$ cat config.mk
export PLATFORM = sky130hd
export DESIGN_NAME = sctt_mul
export DESIGN_NICKNAME = d
export VERILOG_FILES = /design/src/rtl/core/sctt_pkg.sv /design/src/rtl/core/sctt_mul.sv
export SDC_FILE = /design/constraint.sdc
export NUM_CORES = 2
export LEC_CHECK = 0
export ABC_AREA = 1
export BUFFER_PORTS_ARGS = -buffer_cell sky130_fd_sc_hd__buf_2
export CAP_MARGIN = 20
export CELL_PAD_IN_SITES_DETAIL_PLACEMENT = 0
export CELL_PAD_IN_SITES_GLOBAL_PLACEMENT = 1
export CORE_MARGIN = 5
export CORE_UTILIZATION = 40
export CTS_CLUSTER_DIAMETER = 30
export CTS_CLUSTER_SIZE = 24
export DETAILED_ROUTE_END_ITERATION = 8
export GPL_ROUTABILITY_DRIVEN = 0
export PLACE_DENSITY_LB_ADDON = 0.3
export SLEW_MARGIN = 0
export SYNTH_ARGS = -nofsm -noshare
export SYNTH_HDL_FRONTEND = slang
export SYNTH_SLANG_ARGS = --single-unit
$ cat constraint.sdc
create_clock -name clk -period 6.15 [get_ports clk]
set_input_delay 0.615 -clock clk [delete_from_list [all_inputs] [get_ports clk]]
set_output_delay 0.615 -clock clk [all_outputs]
set_load 0.01 [all_outputs]
$ cat src/rtl/core/sctt_pkg.sv
package sctt_pkg;

  localparam int unsigned MAX_TERMS = 32;
  localparam int unsigned K_W = $clog2(MAX_TERMS + 1);

  localparam logic [1:0] KIND_SIN = 2'd0;
  localparam logic [1:0] KIND_COS = 2'd1;

  localparam logic signed [32:0] TWO_PI_Q24 = 33'sd105414357;
  localparam logic [63:0] ONE_Q52 = 64'h0010_0000_0000_0000;
  localparam logic [63:0] SAT64 = 64'h7FFF_FFFF_FFFF_FFFF;
  localparam logic signed [47:0] MAX48 = 48'sh7FFF_FFFF_FFFF;
  localparam logic signed [47:0] MIN48 = 48'sh8000_0000_0000;
  localparam logic [19:0] THR_RESET = 20'd107;

  // restoring divider request / response
  typedef struct packed {
    logic         start;
    logic [127:0] num;
    logic [63:0]  den;
  } div_req_t;

  typedef struct packed {
    logic         done;
    logic [127:0] quo;
  } div_rsp_t;

  // 32x32 multiplier operands
  typedef struct packed {
    logic [31:0] a;
    logic [31:0] b;
  } mul_req_t;

endpackage

$ cat src/rtl/core/sctt_mul.sv
module sctt_mul (
  input  logic               clk,
  input  sctt_pkg::mul_req_t req,
  output logic [63:0]        prod
);

  logic [63:0] prod_r;

  always_ff @(posedge clk) begin
    prod_r <= req.a * req.b;
  end

  assign prod = prod_r;

endmodule

==> impl_results.md <==
- Kind of critical path: primary input to register
- Post-route ant nets: 0
- Number of global-route vias before repair: ~33000
- Final worst path period share: 1.04
- Port bufs: 128
- Post-Syn Nets: 6247
- Family with the most delay on the worst path: adder cells
- Clk buf depth: 2
- Worst Tran Pin Value: about 440 ps
- Crit path buf inv count: 9
- Final number of max-transition violations: 0
- Die H: between 300 and 400 um
- Final hold vios: 0
- Per-cell routed wire length: roughly 17 um
- Slowest cell on the critical path: fa_1
- Layout cell share with drive strength beyond 1: 0.229
- Worst setup EP type: register
- Synth unique cells: 23
- Max_cap viols: 0
- Clock Sink Count: 64
- Fin cells: roughly 6700
- CP Launch Type: primary input
- Nets: about 6700
- CTS Buf Count: 9
- Outcome: complete, but fails checks
- Crit path DAT: roughly 6600 ps
- Filler instances: between 9000 and 10000
- Placed Cells: between 6000 and 7000
- HPWL Detailed: roughly 100000 um
- Max reg flops: between 60 and 70
- Mapped Cells: between 5000 and 6000
- Max Clock Freq: 157 MHz
- Top cell type's share of synthesized area: 0.480
- DR vias: between 30000 and 40000
- Drt drc: 0
- Most instantiated cells after synthesis: 1723 x inv_1, 1566 x nand2_1, 896 x fa_1
- Async S/R FF share, synth: 0
- Die X-Extent: 316 um
- Initial DRC count: approximately 1500
- Antenna violations before repair: 1
- Num rows: approximately 110
- Failing checks: negative setup slack
- Post-CTS Hold Buffers: 0
- Synthesis-to-layout area growth: 27.0%
- Final setup fails: between 40 and 50
- TritonCTS clock tree: yes
- Clock period minus worst slack: approximately 6400 ps
- Cell mode on critical path: fa_1
- Worst setup margin: -232 ps
- Required time of the worst setup path: 6400 ps
- Prevailing post-synth register cell: dfxtp_1
- Gr ovfl total: 0
- Via density: 4.60
- CP max stage delay: 610 ps
- Slew margin rel.: 0.707
- Routed Wire Length: around 120000 um
- Die footprint: 99700 um2
- Starting Density: 0.402
- GRT Total Usage: 0.239
- Synth Cell Area: between 30000 and 40000 um2
- Ys Warns: 0
- Post-synth EDFFs: 0
- Worst-path clk slew: ~70 ps
- Largest cells by area after synthesis: fa_1 48%, inv_1 17%, nand2_1 16%, ha_1 8.8%, dfxtp_1 3.4%
- Ports: ~130
- Largest net degree at the start of global routing: 23
- Htree depth: 3
- Wire length of the first global-routing pass: approximately 190000 um
- Cell taking the most area after synthesis: fa_1
- Core ar.: slightly above 90000 um2
- Largest fanout on the critical path: 5
- HP Class: primary input to register
- Final Util: 0.510
- First drt pass iteration count: 5
- Register area share after synthesis: 0.0343
- Mean Syn Cell Area: 7.45 um2
- Top-count cell post-synth: inv_1
- Flops & latches, synth: 64
- Root Driver: clkbuf_16
- RSZ-0062 raised after global routing: true
## worst min-delay path, delay by kind of cell
kind	cells	cell delay [ps]
buffers and inverters	3	460
and+or+nand+nor	1	90
## logic make-up after synthesis
kind of cell	after synthesis	share of synthesized area
compound gates	57	0.00853
xor+xnor	35	0.00820
fa+ha+maj	1159	0.568
buf+inv	1927	0.193
flops	64	0.0343
simple gates	1781	0.188
## layout by cell type (no fill, tap or decap), drive strengths merged
cell / instances
dfxtp: 64
nand2: 1581
buf: 587
o21ai: 2
bufinv: 2
a21oi: 43
bufbuf: 5
clkbuf: 16
clkinvlp: 3
nand4: 16
xnor2: 2
clkinv: 1
fa: 896
ha: 263
inv: 1735
o21bai: 12
diode: 2
nor2: 101
nor3: 18
xor2: 33
nand3: 65
## per-layer routing
| layer | up-vias | routed length, um | GRT usage |
|---|---|---|---|
| li1 | 14500 | - | - |
| met1 | 15500 | 50000 | 0.327 |
| met2 | 738 | 58000 | 0.419 |
| met3 | 140 | 5780 | 0.0220 |
| met4 | 0 | 2970 | 0.0442 |
| met5 | - | 0 | 0 |
## worst paths after layout
path | slack [ps] | from | endpoint | depth (start not counted)
max | -230 | req[51] | prod[47] | 29
min | 870 | req[0] | prod[0] | 4
## cell type report
cell class / count / area (um2) / area share
flip-flops and latches: 64 / 1280 / 0.0270
diodes: 2 / 5.00 / 0.000105
clock inverters: 6 / 91.3 / 0.00192
well taps: 1254 / 1570 / 0.0330
inverters: 1735 / 6550 / 0.138
clock buffers: 10 / 239 / 0.00503
repair buffers: 598 / 6270 / 0.132
multi-input cells: 3032 / 31500 / 0.663
## metrics by stage
stage	instance area, um2	hold slack [ps]	setup TNS (ps)	worst slack, ps
finish	47500	867	-5550	-232
global route	47500	884	-13240	-389
CTS	45800	859	-5050	-207
detailed placement	42500	1010	-42170	-1000
global placement	42500	1010	-41050	-1000
floorplan	37700	713	-53.5	-21.0
## timing repair
action	4_1_cts	5_1_grt
resized for setup	611	386
setup endpoints to repair	52	51
setup buffers	30	36
gates cloned	14	5
pin swaps	251	231
Power is left out: the tool's default activity adds up to more than one toggle a clock period on the data nets, which glitch-free logic cannot reach.
