**src/rtl/core/sctt_pkg.sv**
```systemverilog
package sctt_pkg;

  localparam int unsigned MAX_TERMS = 32;
  localparam int unsigned K_W = $clog2(MAX_TERMS + 1);

  localparam logic [1:0] KIND_SIN = 2'd0;
  localparam logic [1:0] KIND_COS = 2'd1;

  localparam logic signed [32:0] TWO_PI_Q24 = 33'sd105414357;
  localparam logic [63:0] ONE_Q52 = 64'h0010_0000_0000_0000;
  localparam logic [63:0] SAT64 = 64'h7FFF_FFFF_FFFF_FFFF;
  localparam logic signed [47:0] MAX48 = 48'sh7FFF_FFFF_FFFF;
  localparam logic signed [47:0] MIN48 = 48'sh8000_0000_0000;
  localparam logic [19:0] THR_RESET = 20'd107;

  // restoring divider request / response
  typedef struct packed {
    logic         start;
    logic [127:0] num;
    logic [63:0]  den;
  } div_req_t;

  typedef struct packed {
    logic         done;
    logic [127:0] quo;
  } div_rsp_t;

  // 32x32 multiplier operands
  typedef struct packed {
    logic [31:0] a;
    logic [31:0] b;
  } mul_req_t;

endpackage

```
**src/rtl/core/sctt_div.sv**
```systemverilog
module sctt_div (
  input  logic              clk,
  input  logic              rst_n,
  input  sctt_pkg::div_req_t req,
  output sctt_pkg::div_rsp_t rsp
);

  logic [127:0] num_r, num_nxt;
  logic [63:0]  den_r, den_nxt;
  logic [63:0]  rem_r, rem_nxt;
  logic [7:0]   cnt_r, cnt_nxt;
  logic         busy_r, busy_nxt;
  logic         done_r, done_nxt;
  logic [64:0]  sh;

  // one quotient bit per cycle; quotient shifts into num
  always_comb begin
    num_nxt  = num_r;
    den_nxt  = den_r;
    rem_nxt  = rem_r;
    cnt_nxt  = cnt_r;
    busy_nxt = busy_r;
    done_nxt = 1'b0;
    sh       = {rem_r, num_r[127]};
    if (req.start) begin
      num_nxt  = req.num;
      den_nxt  = req.den;
      rem_nxt  = '0;
      cnt_nxt  = '0;
      busy_nxt = 1'b1;
    end else if (busy_r) begin
      if (sh[64] || (sh[63:0] >= den_r)) begin
        rem_nxt = sh[63:0] - den_r;
        num_nxt = {num_r[126:0], 1'b1};
      end else begin
        rem_nxt = sh[63:0];
        num_nxt = {num_r[126:0], 1'b0};
      end
      cnt_nxt = cnt_r + 8'd1;
      if (cnt_r == 8'd127) begin
        busy_nxt = 1'b0;
        done_nxt = 1'b1;
      end
    end
  end

  always_ff @(posedge clk) begin
    if (!rst_n) begin
      busy_r <= 1'b0;
      done_r <= 1'b0;
      cnt_r  <= '0;
    end else begin
      busy_r <= busy_nxt;
      done_r <= done_nxt;
      cnt_r  <= cnt_nxt;
    end
    num_r <= num_nxt;
    den_r <= den_nxt;
    rem_r <= rem_nxt;
  end

  assign rsp.done = done_r;
  assign rsp.quo  = num_r;

endmodule

```
**config.mk**
```make
export PLATFORM = sky130hd
export DESIGN_NAME = sctt_div
export DESIGN_NICKNAME = d
export VERILOG_FILES = /design/src/rtl/core/sctt_pkg.sv /design/src/rtl/core/sctt_div.sv
export SDC_FILE = /design/constraint.sdc
export NUM_CORES = 1
export LEC_CHECK = 0
export BUFFER_PORTS_ARGS = -buffer_cell sky130_fd_sc_hd__buf_4
export CAP_MARGIN = 30
export CORE_UTILIZATION = 40
export DETAILED_ROUTE_END_ITERATION = 10
export GPL_ROUTABILITY_DRIVEN = 0
export PLACE_DENSITY_LB_ADDON = 0.3
export SYNTH_ARGS = -nofsm -noshare
export SYNTH_HDL_FRONTEND = slang
export SYNTH_SLANG_ARGS = --single-unit
export TNS_END_PERCENT = 20
```
**constraint.sdc**
```tcl
create_clock -name clk -period 7.21 [get_ports clk]
set_clock_uncertainty 0.1 [all_clocks]
set_input_delay 1.0815 -clock clk [delete_from_list [all_inputs] [get_ports clk]]
set_output_delay 1.0815 -clock clk [all_outputs]
set_load 0.05 [all_outputs]
```
==> results.yml <==
clock_tree:
  clk_path_buf_depth: 3
  post_cts_resized: 0
  cts_root_buffer: "clkbuf_16"
  clkTransAtPathRegs_ns: 0.06
  post-cts-setup-buffers: 0
  cts_max_level: 2
  cts_tree: "built"
  cts_sinks: 266
  clkLatencyLatePin_ns: 0.55
  cts_made_buffers: 34
  ctsHoldBuffers: 0
drt:
  num_vias: 11640
  wl_per_cell_um: 19.80
  drt_pre_antenna_iters: 5
  wl_mm: 42.36
  ant_nets: 0
  drt-vias-per-instance: 5.442
  drt_iter0_drc: 780
  drc: 0
pwr:
  ir_worst_vdd_uv: 245.1
  finalPower_mw: 4.663
  p_leak_nw: 7.688
  powerDensity_mw_per_mm2: 249.9
sta:
  finalHoldViolCount: 0
  slew_viol_final: 0
  tightest_slew_ns: 0.9722
  worst_hold_slack_ns: 0.3800
  fin_ws_ns: 3.367
  final-setup-viol-count: 0
  fmax_mhz: 260.2
  fin_crit_ns: 3.843
  tns_ns: 0
  rsz0062_at_grt: "no"
  fin_crit_sh_pct: 53.30
  maxSlewHeadroom_pct: 35.18
synth:
  synth_top_area_cell: "edfxtp_1"
  netlist_area_sq_mm: 0.01474
  yosysWarnings: 0
  synth_top_area_share_pct: 39.11
  yosys_register_bits: 266
  yosys_most_used_dff: "edfxtp_1"
  avgSynthCellArea_sq_um: 10.90
  seq_area_frac_synth_pct: 49.16
  async_flop_share_pct: 0
  ys_top_cells_by_area: "edfxtp_1 39%, dfxtp_1 10%, mux2_2 9.8%"
  yosysUniqueCellTypes: 75
  synthCells: 1352
  synth_edf_count: 192
  syn_nets: 1613
setup_path:
  critPathKind: "reg2reg"
  arrival_ns: 4.13
  cp-start-kind: "flop"
  cp-end-kind: "flop"
  cp.required_ns: 7.49
  path_max_fanout: 21
global_route:
  grt.busiest_layer: "met2"
  grt_use_met1_pct: 25.87
  grt_max_degree: 86
  antenna_found_initial: 1
  grt_pass1_wl_mm: 65.90
  grtUsageTotal_pct: 22.37
  gr-total-overflow: 0
  gr-usage-met3_pct: 8.367
  grtUsageMet2_pct: 37.86
  grt_pass1_vias: 11770
placed_design:
  post_dp_cell_area_sq_mm: 0.01752
  dpl.cell_count: 2077
  place_ws_ns: 3.375
  post-dp-hpwl_mm: 31.27
  io_buffers: 323
cells_and_area:
  fin_area_sq_mm: 0.01866
  final_cell_mix: "330 x buf_4, 192 x edfxtp_1, 128 x mux2_2"
  final_common_cell: "buf_4"
  drive_gt1_share_pct: 32.14
  area_growth_pct: 26.59
  layout.nets: 1913
  final_util_pct: 51.96
  final.fill_count: 3243
  finalNonFillerCells: 2139
floorplan:
  rows: 69
  initial_core_util_pct: 41.05
  die_h_um: 194.0
  dieArea_sq_mm: 0.03763
  coreArea_sq_mm: 0.03591
  ios: 324
  die_w_um: 194.0
run_status:
  outcome: "completed"
worst_hold_path:
  min_path_type: "reg2reg"
flow_run:
  drv_cap: 0
## critical path, cell delays in order (launching register included)
cell and delay (ns):
edfxtp_1 0.37, inv_1 0.05, ha_1 0.22, fa_1 0.40
nand2b_1 0.18, a21o_1 0.19, a211o_1 0.31, a21oi_2 0.23
o41ai_2 0.15, a211o_1 0.62, or4b_1 0.61, mux2i_1 0.19
a2111oi_2 0.05
## area by class of cell
type / count / area [sq um] / area share (%)
inverters: 88 / 332.8 / 1.783
flip-flops and latches: 266 / 7248 / 38.84
repair buffers: 332 / 2520 / 13.50
clock buffers: 43 / 914.6 / 4.901
clock inverters: 18 / 224.0 / 1.200
multi-input cells: 930 / 6844 / 36.67
well taps: 461 / 576.8 / 3.091
diodes: 1 / 2.502 / 0.01341
## metal layers
metal  vias up  wire (um)
met1      5537      16550
met2       407      20570
li1       5631          -
met5         -          0
met4         0       1239
met3        65       4000
## worst paths after layout
| path | to | startpoint | depth (start not counted) | slack, ns |
|---|---|---|---|---|
| worst max-delay path | rem_r[61] | num_r[127] | 12 | 3.37 |
| worst min-delay path | rem_r[63] | rem_r[63] | 2 | 0.38 |
| worst max register to register | rem_r[61] | num_r[127] | 12 | 3.37 |
| worst min register to register | rem_r[63] | rem_r[63] | 2 | 0.38 |
## state kept, by name, summed over array words and instances (netlist names)
name,flops
busy_r,1
cnt_r,8
den_r,64
done_r,1
num_r,128
rem_r,64
## report_power, final
| group | internal (mW) | switching (mW) |
|---|---|---|
| clock | 1.05 | 0.691 |
| sequential | 1.79 | 0.0726 |
| combinational | 0.388 | 0.666 |
## cells by family after synthesis
| kind of cell | share of synthesized area [%] |
|---|---|
| mux | 12.29 |
| buf+inv | 4.439 |
| simple gates | 9.285 |
| xor+xnor | 3.208 |
| flops | 49.16 |
| fa+ha+maj | 5.652 |
| compound gates | 15.97 |
## synthesized netlist by cell type, drive strengths merged (4+ instances only)
library cell	number
or2	5
and3	6
nand3	18
a21oi	101
nand4	24
a21o	34
xnor2	32
o21ai	81
a211o	7
nor3b	5
and2	7
nor2	89
nand2b	13
a211oi	37
nor4	6
xor2	22
a22oi	14
a2111oi	5
a31oi	10
o21a	16
ha	65
o31a	5
buf	24
dfxtp	74
o21bai	13
nand2	77
nor2b	6
mux2i	37
a21boi	4
and4	4
mux2	128
clkbuf	44
or3	4
edfxtp	192
nor3	17
inv	88
o211ai	10
Power figures use the tool's default switching activity.
